==> src/rtl/sers_pkg.sv <==
// Shared constants and types for the sparse entry row-major sorter.
// No dependencies; compiled first.
package sers_pkg;

  localparam int MAX_ENTRIES_DEF   = 64;
  localparam int INDEX_WIDTH_DEF   = 16;
  localparam int PAYLOAD_WIDTH_DEF = 32;

  // Sequencer to min-scan unit control
  typedef struct packed {
    logic clear;   // drop the current best, a new pass begins
    logic sample;  // a candidate entry is presented this cycle
  } sers_scan_ctrl_t;

endpackage : sers_pkg

==> src/rtl/sers_if.sv <==
// Valid/ready channel interfaces for entry requests and sorted results.
// Depends on sers_pkg for default widths.
interface sers_in_if
  import sers_pkg::*;
#(
  parameter int INDEX_WIDTH   = INDEX_WIDTH_DEF,
  parameter int PAYLOAD_WIDTH = PAYLOAD_WIDTH_DEF
);
  logic                     valid;
  logic                     ready;
  logic [INDEX_WIDTH-1:0]   row_index;
  logic [INDEX_WIDTH-1:0]   column_index;
  logic [PAYLOAD_WIDTH-1:0] payload;
  logic                     final_entry;

  modport source (output valid, row_index, column_index, payload, final_entry,
                  input  ready);
  modport sink   (input  valid, row_index, column_index, payload, final_entry,
                  output ready);
endinterface : sers_in_if

interface sers_out_if
  import sers_pkg::*;
#(
  parameter int INDEX_WIDTH   = INDEX_WIDTH_DEF,
  parameter int PAYLOAD_WIDTH = PAYLOAD_WIDTH_DEF
);
  logic                     valid;
  logic                     ready;
  logic [INDEX_WIDTH-1:0]   sorted_row;
  logic [INDEX_WIDTH-1:0]   sorted_column;
  logic [PAYLOAD_WIDTH-1:0] sorted_payload;
  logic                     end_of_run;
  logic                     overflowed;

  modport source (output valid, sorted_row, sorted_column, sorted_payload,
                         end_of_run, overflowed,
                  input  ready);
  modport sink   (input  valid, sorted_row, sorted_column, sorted_payload,
                         end_of_run, overflowed,
                  output ready);
endinterface : sers_out_if

==> src/rtl/sers_min_scan.sv <==
// Shared compare unit: tracks the smallest (row, column) entry of one scan pass.
// Depends on sers_pkg. Earlier samples win ties, which keeps the sort stable.
module sers_min_scan
  import sers_pkg::*;
#(
  parameter int MAX_ENTRIES   = MAX_ENTRIES_DEF,
  parameter int INDEX_WIDTH   = INDEX_WIDTH_DEF,
  parameter int PAYLOAD_WIDTH = PAYLOAD_WIDTH_DEF
) (
  input  logic                                   clk,
  input  logic                                   rst_n,
  input  sers_scan_ctrl_t                        ctrl,
  input  logic [$clog2(MAX_ENTRIES)-1:0]         sample_idx,
  input  logic [2*INDEX_WIDTH+PAYLOAD_WIDTH-1:0] sample_entry,
  output logic                                   best_vld,
  output logic [$clog2(MAX_ENTRIES)-1:0]         best_idx,
  output logic [2*INDEX_WIDTH+PAYLOAD_WIDTH-1:0] best_entry
);

  localparam int AW      = $clog2(MAX_ENTRIES);
  localparam int KEY_W   = 2 * INDEX_WIDTH;
  localparam int ENTRY_W = KEY_W + PAYLOAD_WIDTH;

  logic                best_vld_r;
  logic [AW-1:0]       best_idx_r;
  logic [ENTRY_W-1:0]  best_entry_r;
  logic                take;

  // entry layout {row, column, payload}: the key compare is one wide compare
  assign take = ctrl.sample &&
                (!best_vld_r ||
                 (sample_entry[ENTRY_W-1 -: KEY_W] < best_entry_r[ENTRY_W-1 -: KEY_W]));

  always_ff @(posedge clk) begin
    if (!rst_n) begin
      best_vld_r <= 1'b0;
    end else if (ctrl.clear) begin
      best_vld_r <= 1'b0;
    end else if (take) begin
      best_vld_r <= 1'b1;
    end
  end

  always_ff @(posedge clk) begin
    if (take && !ctrl.clear) begin
      best_idx_r   <= sample_idx;
      best_entry_r <= sample_entry;
    end
  end

  assign best_vld   = best_vld_r;
  assign best_idx   = best_idx_r;
  assign best_entry = best_entry_r;

endmodule : sers_min_scan

==> src/rtl/sparse_entry_row_major_sort_core.sv <==
// Top level of the sparse entry row-major sorter: entry store, sequencer, output register.
// Depends on sers_pkg, sers_in_if / sers_out_if and sers_min_scan.
//
// Usage:
//  - in_chan takes one coordinate entry request (row, column, payload) per cycle
//    while the block is collecting. Up to MAX_ENTRIES entries are stored; further
//    entries are dropped and the set is flagged as overflowed.
//  - The request with final_entry set ends the set. in_chan.ready then stays low
//    until every stored entry has left on out_chan.
//  - out_chan returns the entries ascending by row, then column; equal keys leave
//    in arrival order. end_of_run marks the last one, overflowed is set on every
//    result of a set that lost entries.
//  - Each result needs one selection pass over the store, which reads the stored
//    entries one at a time through the single read port of the entry store feeding
//    the shared compare unit; the result then waits in the output register.
//    Collection is one request per cycle.
//  - A stalled receiver simply holds the result in the output register; the next
//    selection pass starts once it is taken.
//  - Synchronous active-low reset empties the store and the overflow flag; the
//    store contents themselves are not cleared (the fill count guards them).
module sparse_entry_row_major_sort_core
  import sers_pkg::*;
#(
  parameter int MAX_ENTRIES   = MAX_ENTRIES_DEF,
  parameter int INDEX_WIDTH   = INDEX_WIDTH_DEF,
  parameter int PAYLOAD_WIDTH = PAYLOAD_WIDTH_DEF
) (
  input logic       clk,
  input logic       rst_n,
  sers_in_if.sink   in_chan,
  sers_out_if.source out_chan
);

  localparam int AW      = $clog2(MAX_ENTRIES);
  localparam int CNT_W   = $clog2(MAX_ENTRIES + 1);
  localparam int KEY_W   = 2 * INDEX_WIDTH;
  localparam int ENTRY_W = KEY_W + PAYLOAD_WIDTH;

  typedef enum logic [1:0] {
    S_LOAD,  // collecting entries
    S_SCAN,  // selection pass over the store
    S_EMIT   // result waits in output register
  } state_t;

  state_t                 state_r;
  logic [CNT_W-1:0]       count_r;      // stored entries
  logic                   ovf_r;        // entries dropped in this set
  logic [CNT_W-1:0]       emit_cnt_r;   // results already delivered
  logic [CNT_W-1:0]       scan_addr_r;  // read pointer of the pass
  logic                   rd_vld_r;
  logic [AW-1:0]          rd_idx_r;
  logic [ENTRY_W-1:0]     rd_data_r;
  logic [MAX_ENTRIES-1:0] taken_r;      // entries already emitted this set

  logic                   out_valid_r;
  logic                   out_last_r;
  logic                   out_ovf_r;
  logic [ENTRY_W-1:0]     out_entry_r;

  logic [ENTRY_W-1:0]     entry_mem [MAX_ENTRIES];

  logic                   in_fire;
  logic                   out_fire;
  logic                   has_room;
  logic                   scan_done;
  logic                   start_pass;
  sers_scan_ctrl_t        scan_ctrl;
  logic                   best_vld;
  logic [AW-1:0]          best_idx;
  logic [ENTRY_W-1:0]     best_entry;

  assign in_chan.ready = (state_r == S_LOAD);
  assign in_fire       = in_chan.valid && in_chan.ready;
  assign out_fire      = out_valid_r && out_chan.ready;
  assign has_room      = (count_r < CNT_W'(MAX_ENTRIES));
  assign scan_done     = (state_r == S_SCAN) && (scan_addr_r == count_r) && !rd_vld_r;

  // a new pass starts after the final request or after a non-last result leaves
  assign start_pass = (in_fire && in_chan.final_entry) || (out_fire && !out_last_r);

  assign scan_ctrl.clear  = start_pass;
  assign scan_ctrl.sample = (state_r == S_SCAN) && rd_vld_r && !taken_r[rd_idx_r];

  // Entry store: one write port (collection), one registered read port (scan)
  always_ff @(posedge clk) begin
    if (in_fire && has_room) begin
      entry_mem[count_r[AW-1:0]] <= {in_chan.row_index, in_chan.column_index,
                                     in_chan.payload};
    end
    rd_data_r <= entry_mem[scan_addr_r[AW-1:0]];
  end

  sers_min_scan #(
    .MAX_ENTRIES  (MAX_ENTRIES),
    .INDEX_WIDTH  (INDEX_WIDTH),
    .PAYLOAD_WIDTH(PAYLOAD_WIDTH)
  ) u_min_scan (
    .clk         (clk),
    .rst_n       (rst_n),
    .ctrl        (scan_ctrl),
    .sample_idx  (rd_idx_r),
    .sample_entry(rd_data_r),
    .best_vld    (best_vld),
    .best_idx    (best_idx),
    .best_entry  (best_entry)
  );

  // Sequencer and registered outputs
  always_ff @(posedge clk) begin
    if (!rst_n) begin
      state_r     <= S_LOAD;
      count_r     <= '0;
      ovf_r       <= 1'b0;
      emit_cnt_r  <= '0;
      scan_addr_r <= '0;
      rd_vld_r    <= 1'b0;
      taken_r     <= '0;
      out_valid_r <= 1'b0;
      out_last_r  <= 1'b0;
      out_ovf_r   <= 1'b0;
    end else begin
      unique case (state_r)
        S_LOAD: begin
          rd_vld_r <= 1'b0;
          if (in_fire) begin
            if (has_room) begin
              count_r <= count_r + CNT_W'(1);
            end else begin
              ovf_r <= 1'b1;
            end
            if (in_chan.final_entry) begin
              state_r     <= S_SCAN;
              emit_cnt_r  <= '0;
              scan_addr_r <= '0;
              taken_r     <= '0;
            end
          end
        end
        S_SCAN: begin
          rd_vld_r <= (scan_addr_r < count_r);
          rd_idx_r <= scan_addr_r[AW-1:0];
          if (scan_addr_r < count_r) begin
            scan_addr_r <= scan_addr_r + CNT_W'(1);
          end
          if (scan_done) begin
            state_r           <= S_EMIT;
            taken_r[best_idx] <= 1'b1;
            out_valid_r       <= 1'b1;
            out_last_r        <= (CNT_W'(emit_cnt_r + CNT_W'(1)) == count_r);
            out_ovf_r         <= ovf_r;
          end
        end
        S_EMIT: begin
          rd_vld_r <= 1'b0;
          if (out_fire) begin
            out_valid_r <= 1'b0;
            emit_cnt_r  <= emit_cnt_r + CNT_W'(1);
            if (out_last_r) begin
              state_r <= S_LOAD;
              count_r <= '0;
              ovf_r   <= 1'b0;
            end else begin
              state_r     <= S_SCAN;
              scan_addr_r <= '0;
            end
          end
        end
        default: begin
          state_r <= S_LOAD;
        end
      endcase
    end
  end

  // Result payload, no reset needed
  always_ff @(posedge clk) begin
    if (scan_done) begin
      out_entry_r <= best_entry;
    end
  end

  assign out_chan.valid          = out_valid_r;
  assign out_chan.sorted_row     = out_entry_r[ENTRY_W-1 -: INDEX_WIDTH];
  assign out_chan.sorted_column  = out_entry_r[PAYLOAD_WIDTH +: INDEX_WIDTH];
  assign out_chan.sorted_payload = out_entry_r[PAYLOAD_WIDTH-1:0];
  assign out_chan.end_of_run     = out_last_r;
  assign out_chan.overflowed     = out_ovf_r;

  // Fill count never passes capacity
  a_count_bound: assert property (@(posedge clk) disable iff (!rst_n)
    count_r <= CNT_W'(MAX_ENTRIES))
    else $error("entry count beyond capacity");

  // During a pass, exactly the delivered entries are marked taken
  a_taken_matches: assert property (@(posedge clk) disable iff (!rst_n)
    (state_r == S_SCAN) |-> ($countones(taken_r) == int'(emit_cnt_r)))
    else $error("taken marks out of step with delivered results");

  // A finished pass always found an untaken entry
  a_pass_found: assert property (@(posedge clk) disable iff (!rst_n)
    scan_done |-> best_vld)
    else $error("selection pass ended without a candidate");

  // After the last result the store is empty and collection resumes
  a_set_closed: assert property (@(posedge clk) disable iff (!rst_n)
    (out_fire && out_last_r) |=> (count_r == '0) && !ovf_r && (state_r == S_LOAD))
    else $error("set not closed after last result");

endmodule : sparse_entry_row_major_sort_core
==> src/flat_wrapper.sv <==
// flat-port wrapper written by rule: the top's interface ports become plain ports
module sparse_entry_row_major_sort_core_flat import sers_pkg::*;
#(
  parameter int MAX_ENTRIES   = MAX_ENTRIES_DEF,
  parameter int INDEX_WIDTH   = INDEX_WIDTH_DEF,
  parameter int PAYLOAD_WIDTH = PAYLOAD_WIDTH_DEF
)
  (clk, rst_n, in_chan_valid, in_chan_row_index, in_chan_column_index, in_chan_payload, in_chan_final_entry, in_chan_ready, out_chan_valid, out_chan_sorted_row, out_chan_sorted_column, out_chan_sorted_payload, out_chan_end_of_run, out_chan_overflowed, out_chan_ready);
  sers_in_if #(.INDEX_WIDTH(INDEX_WIDTH), .PAYLOAD_WIDTH(PAYLOAD_WIDTH)) in_chan_i ();
  sers_out_if #(.INDEX_WIDTH(INDEX_WIDTH), .PAYLOAD_WIDTH(PAYLOAD_WIDTH)) out_chan_i ();
  input logic clk;
  input logic rst_n;
  input wire logic [$bits(in_chan_i.valid)-1:0] in_chan_valid;
  input wire logic [$bits(in_chan_i.row_index)-1:0] in_chan_row_index;
  input wire logic [$bits(in_chan_i.column_index)-1:0] in_chan_column_index;
  input wire logic [$bits(in_chan_i.payload)-1:0] in_chan_payload;
  input wire logic [$bits(in_chan_i.final_entry)-1:0] in_chan_final_entry;
  output wire logic [$bits(in_chan_i.ready)-1:0] in_chan_ready;
  output wire logic [$bits(out_chan_i.valid)-1:0] out_chan_valid;
  output wire logic [$bits(out_chan_i.sorted_row)-1:0] out_chan_sorted_row;
  output wire logic [$bits(out_chan_i.sorted_column)-1:0] out_chan_sorted_column;
  output wire logic [$bits(out_chan_i.sorted_payload)-1:0] out_chan_sorted_payload;
  output wire logic [$bits(out_chan_i.end_of_run)-1:0] out_chan_end_of_run;
  output wire logic [$bits(out_chan_i.overflowed)-1:0] out_chan_overflowed;
  input wire logic [$bits(out_chan_i.ready)-1:0] out_chan_ready;
  assign in_chan_i.valid = in_chan_valid;
  assign in_chan_i.row_index = in_chan_row_index;
  assign in_chan_i.column_index = in_chan_column_index;
  assign in_chan_i.payload = in_chan_payload;
  assign in_chan_i.final_entry = in_chan_final_entry;
  assign in_chan_ready = in_chan_i.ready;
  assign out_chan_valid = out_chan_i.valid;
  assign out_chan_sorted_row = out_chan_i.sorted_row;
  assign out_chan_sorted_column = out_chan_i.sorted_column;
  assign out_chan_sorted_payload = out_chan_i.sorted_payload;
  assign out_chan_end_of_run = out_chan_i.end_of_run;
  assign out_chan_overflowed = out_chan_i.overflowed;
  assign out_chan_i.ready = out_chan_ready;
  sparse_entry_row_major_sort_core #(.MAX_ENTRIES(MAX_ENTRIES), .INDEX_WIDTH(INDEX_WIDTH), .PAYLOAD_WIDTH(PAYLOAD_WIDTH)) u_core (.clk(clk), .rst_n(rst_n), .in_chan(in_chan_i), .out_chan(out_chan_i));
endmodule
==> config.mk <==
export PLATFORM = sky130hd
export DESIGN_NAME = sparse_entry_row_major_sort_core_flat
export DESIGN_NICKNAME = d
export VERILOG_FILES = /design/src/rtl/sers_pkg.sv /design/src/rtl/sers_if.sv /design/src/rtl/sers_min_scan.sv /design/src/rtl/sparse_entry_row_major_sort_core.sv /design/src/flat_wrapper.sv
export SDC_FILE = /design/constraint.sdc
export NUM_CORES = 2
export LEC_CHECK = 0
export BUFFER_PORTS_ARGS = -buffer_cell sky130_fd_sc_hd__buf_2
export CORE_ASPECT_RATIO = 1.5
export CORE_MARGIN = 2
export CORE_UTILIZATION = 43
export CTS_CLUSTER_DIAMETER = 60
export DETAILED_ROUTE_END_ITERATION = 16
export HOLD_SLACK_MARGIN = 0.1
export PLACE_DENSITY = 0.58
export SLEW_MARGIN = 20
export SYNTH_ARGS = -nofsm -noshare
export SYNTH_HDL_FRONTEND = slang
export SYNTH_SLANG_ARGS = --single-unit
==> constraint.sdc <==
create_clock -name clk -period 4.65 [get_ports clk]
set_input_delay 0.465 -clock clk [delete_from_list [all_inputs] [get_ports clk]]
set_output_delay 0.465 -clock clk [all_outputs]
set_load 0.01 [all_outputs]
==> out/results.tsv <==
metric	value	unit
Post-CTS Setup Bufs	0	
gpl congestion	0.785	
drt first pass iters	5	
Static Leak	0.0577	µW
initial antenna violation count	30	
Die H	764	µm
dominant cell type by area after synthesis	edfxtp_1	
Cell Area, Placed	176000	µm²
Layout area overhead	14.5	%
final period utilization	81.6	%
Layout Nets	7453	
WL per Instance	34.6	µm
slew of the pin with the lowest slew margin	1110	ps
synth unique cells	57	
root buffer cell	clkbuf_16	
Setup CP Type	reg -> reg	
combinational share of power	11.3	%
relative slew slack	25.7	%
clock share of power	38.4	%
via count	76100	
gr ovfl total	0	
CP Max Fanout	35	
most common cell in the netlist	edfxtp_1	
CTS tree	yes	
max-slew violation count	0	
clock slew at reported path FFs	70	ps
RSZ-0062 raised after global routing	false	
data arrival at the endpoint of the critical path	4370	ps
fraction of registers with async set/reset	0	%
Worst Skew	62.8	ps
Sink Count	4393	
total power	89100	µW
vias in the first global route	79100	
number of H-tree levels	5	
Flop pwr share	50.3	%
Peak Freq	263	MHz
Worst Setup End Kind	flop	
peak supply drop	0.319	mV
Die Width	511	µm
sw frac	23.0	%
Initial Util	43.1	%
residual DRC count	0	
largest net degree at the start of global routing	91	
final setup violation count	0	
Worst Path Required	5230	ps
final antenna-violating net count	0	
cell-internal power	68600	µW
Port Buffers	136	
Final Cell Area	190000	µm²
total core area	384000	µm²
synth warn	0	
synthesized net count	6930	
Die ar.	390000	µm²
sequential element share of the synthesized area	78.7	%
clock buffer depth	4	
worst skew pair latency	970	ps
Hold Vio Cnt, Final	0	
post-DR vias/cell	5.97	
dominant synthesized flop cell	edfxtp_1	
total CTS buffers	405	
Iter 0 DRT Violations	8630	
Placed Instances	12000	
Finished Layout Cells	12700	
commonest cells in the netlist	edfxtp_1 (4236), mux4_2 (1290), clkbuf_1 (198), nor2_1 (161), dfxtp_1 (157)	
hold crit path type	in -> reg	
Mapped Cells	6815	
filler cell count	30200	
mapped cell area	166000	µm²
Area contributors post-synth	edfxtp_1 (77%), mux4_2 (18%), dfxtp_1 (1.9%)	
gr usage total	22.4	%
Hold Slack	84.7	ps
Final HPWL DP	241000	µm
pwr dens	470	nW/µm²
final WL	441000	µm
run status	finished clean	
Yosys reg bits	4393	
crit path launch type	flop	
min Tclk post-route	3800	ps
Syn Area/Cell	24.3	µm²
number of flops mapped to enable cells by yosys	4236	
row cnt	279	
switching power	20500	µW
share of cells above drive strength 1	31.6	%
area share of the largest cell type after synthesis	76.8	%
Top Ports	137	
first-pass GRT wire length	616000	µm
maxcap violations	0	
worst max-delay path: stages, from the launching register on:
cell and delay (ps):
edfxtp_1 750, mux4_2 580, nor2b_1 140, a2111oi_0 430, buf_4 190, nor3_1 50
a221oi_2 490, and4b_4 350, buf_12 300
cell usage in the layout, fill, tap and decap left out, types with 6 or more instances in the layout:
cell           netlist  routed
clkinv_1             0      60
nand4_1             16      16
clkinv_4             0       7
nand3_1             26      26
ha_1                46      46
clkinv_2             0      88
clkbuf_1           198      72
dfxtp_1            157     154
and3_1               7       7
nand2b_1             6       6
buf_2              111     104
diode_2              0       6
a22oi_1            131     131
clkinv_8             0       6
clkinvlp_4           0      21
mux2i_1             12      12
bufinv_16            0      50
a21boi_0             7       7
clkbuf_16            0     412
xnor2_1             11      11
nand2_1            114     114
nor3_1               8       8
dlygate4sd3_1        0      32
o21ai_0              8       8
buf_4                1     188
inv_1               57      56
o21a_1              45      45
edfxtp_1          4236    4236
mux4_2            1290    1290
nor2b_1              8       8
clkbuf_8             0      18
a21oi_1             44      44
a21o_1              10      10
nor2_1             161      93
nor2_4               0      68
mux2_2               6       6
inv_6                0      11
buf_12               0     136
registers in the layout (all words and copies together) (netlist names), 2 cells and up:
name	cells
u_core.count_r	7
u_core.emit_cnt_r	7
u_core.entry_mem	4096
u_core.out_entry_r	64
u_core.rd_data_r	64
u_core.rd_idx_r	6
u_core.scan_addr_r	7
u_core.state_r	2
u_core.taken_r	64
u_core.u_min_scan.best_entry	64
u_core.u_min_scan.best_idx	6
kinds of logic (layout without fill, tap and decap cells):
group | count (synthesis) | count (layout) | share of synthesized area [%]
xor gates and xnor gates | 15 | 15 | 0.0793
buffers and inverters | 402 | 1271 | 1.02
AOI/OAI and AO/OA | 275 | 275 | 1.18
other | 0 | 6 | 0
DFF | 4393 | 4393 | 78.7
adders and majority gates | 46 | 46 | 0.348
muxes | 1308 | 1308 | 17.7
and+or+nand+nor | 376 | 376 | 1.00
final cells by class:
| type | instances | area, µm² | share of cell area (%) |
|---|---|---|---|
| sequential | 4393 | 130000 | 68.8 |
| multi-input combinational | 2020 | 34100 | 18.0 |
| clock buffer | 502 | 10800 | 5.71 |
| tap | 5058 | 6330 | 3.34 |
| timing repair buffer | 460 | 4970 | 2.62 |
| clock inverter | 251 | 2760 | 1.46 |
| inverter | 58 | 230 | 0.121 |
| antenna | 6 | 15.0 | 0.00792 |
final timing paths:
kind,from,end,slack (ps),cells after the start
min reg2reg,u_core.rd_data_r[0]$_DFF_P_,u_core.u_min_scan.best_entry[0]$_DFFE_PP_,400,0
max reg2reg,u_core.rd_idx_r[1]$_DFFE_PP_,u_core.u_min_scan.best_entry[13]$_DFFE_PP_,850,8
min,in_chan_column_index[8],u_core.entry_mem[1][40]$_DFFE_PP_,80,1
max,u_core.rd_idx_r[1]$_DFFE_PP_,u_core.u_min_scan.best_entry[13]$_DFFE_PP_,850,8
repair_timing:
action / CTS / global route
resized for setup: 0 / 0
hold buffers: 10 / 22
setup endpoints to repair: 0 / 0
endpoints found under the hold margin: 167 / 395
routing by layer:
layer / wire [µm] / GRT usage (%) / part of all wire [%] / vias up
met5: 105 / 0 / 0.024 / -
met2: 232000 / 39.8 / 53 / 2788
li1: - / - / - / 30400
met4: 14400 / 6.98 / 3.3 / 14
met1: 170000 / 28.7 / 38 / 42300
met3: 25300 / 2.96 / 5.7 / 613
stage by stage:
stage / TNS, ps / worst slack (ps) / util (%)
floorplan: -360870 / -169 / -
global placement: 0 / 894 / 45.7
detailed placement: 0 / 884 / 45.7
CTS: 0 / 846 / 49.3
global route: 0 / 732 / 49.4
finish: 0 / 854 / 49.4
power by group through the flow:
| stage | clock (µW) | combinational, µW | sequential [µW] |
|---|---|---|---|
| finish | 34200 | 10000 | 44800 |
| global placement | 0 | 10200 | 45600 |
| detailed placement | 0 | 10300 | 45600 |
| global route | 36200 | 10800 | 44800 |
| CTS | 34900 | 10300 | 44800 |
| floorplan | 0 | 6770 | 45500 |
Note: power is estimated with default switching activity, not from simulation.
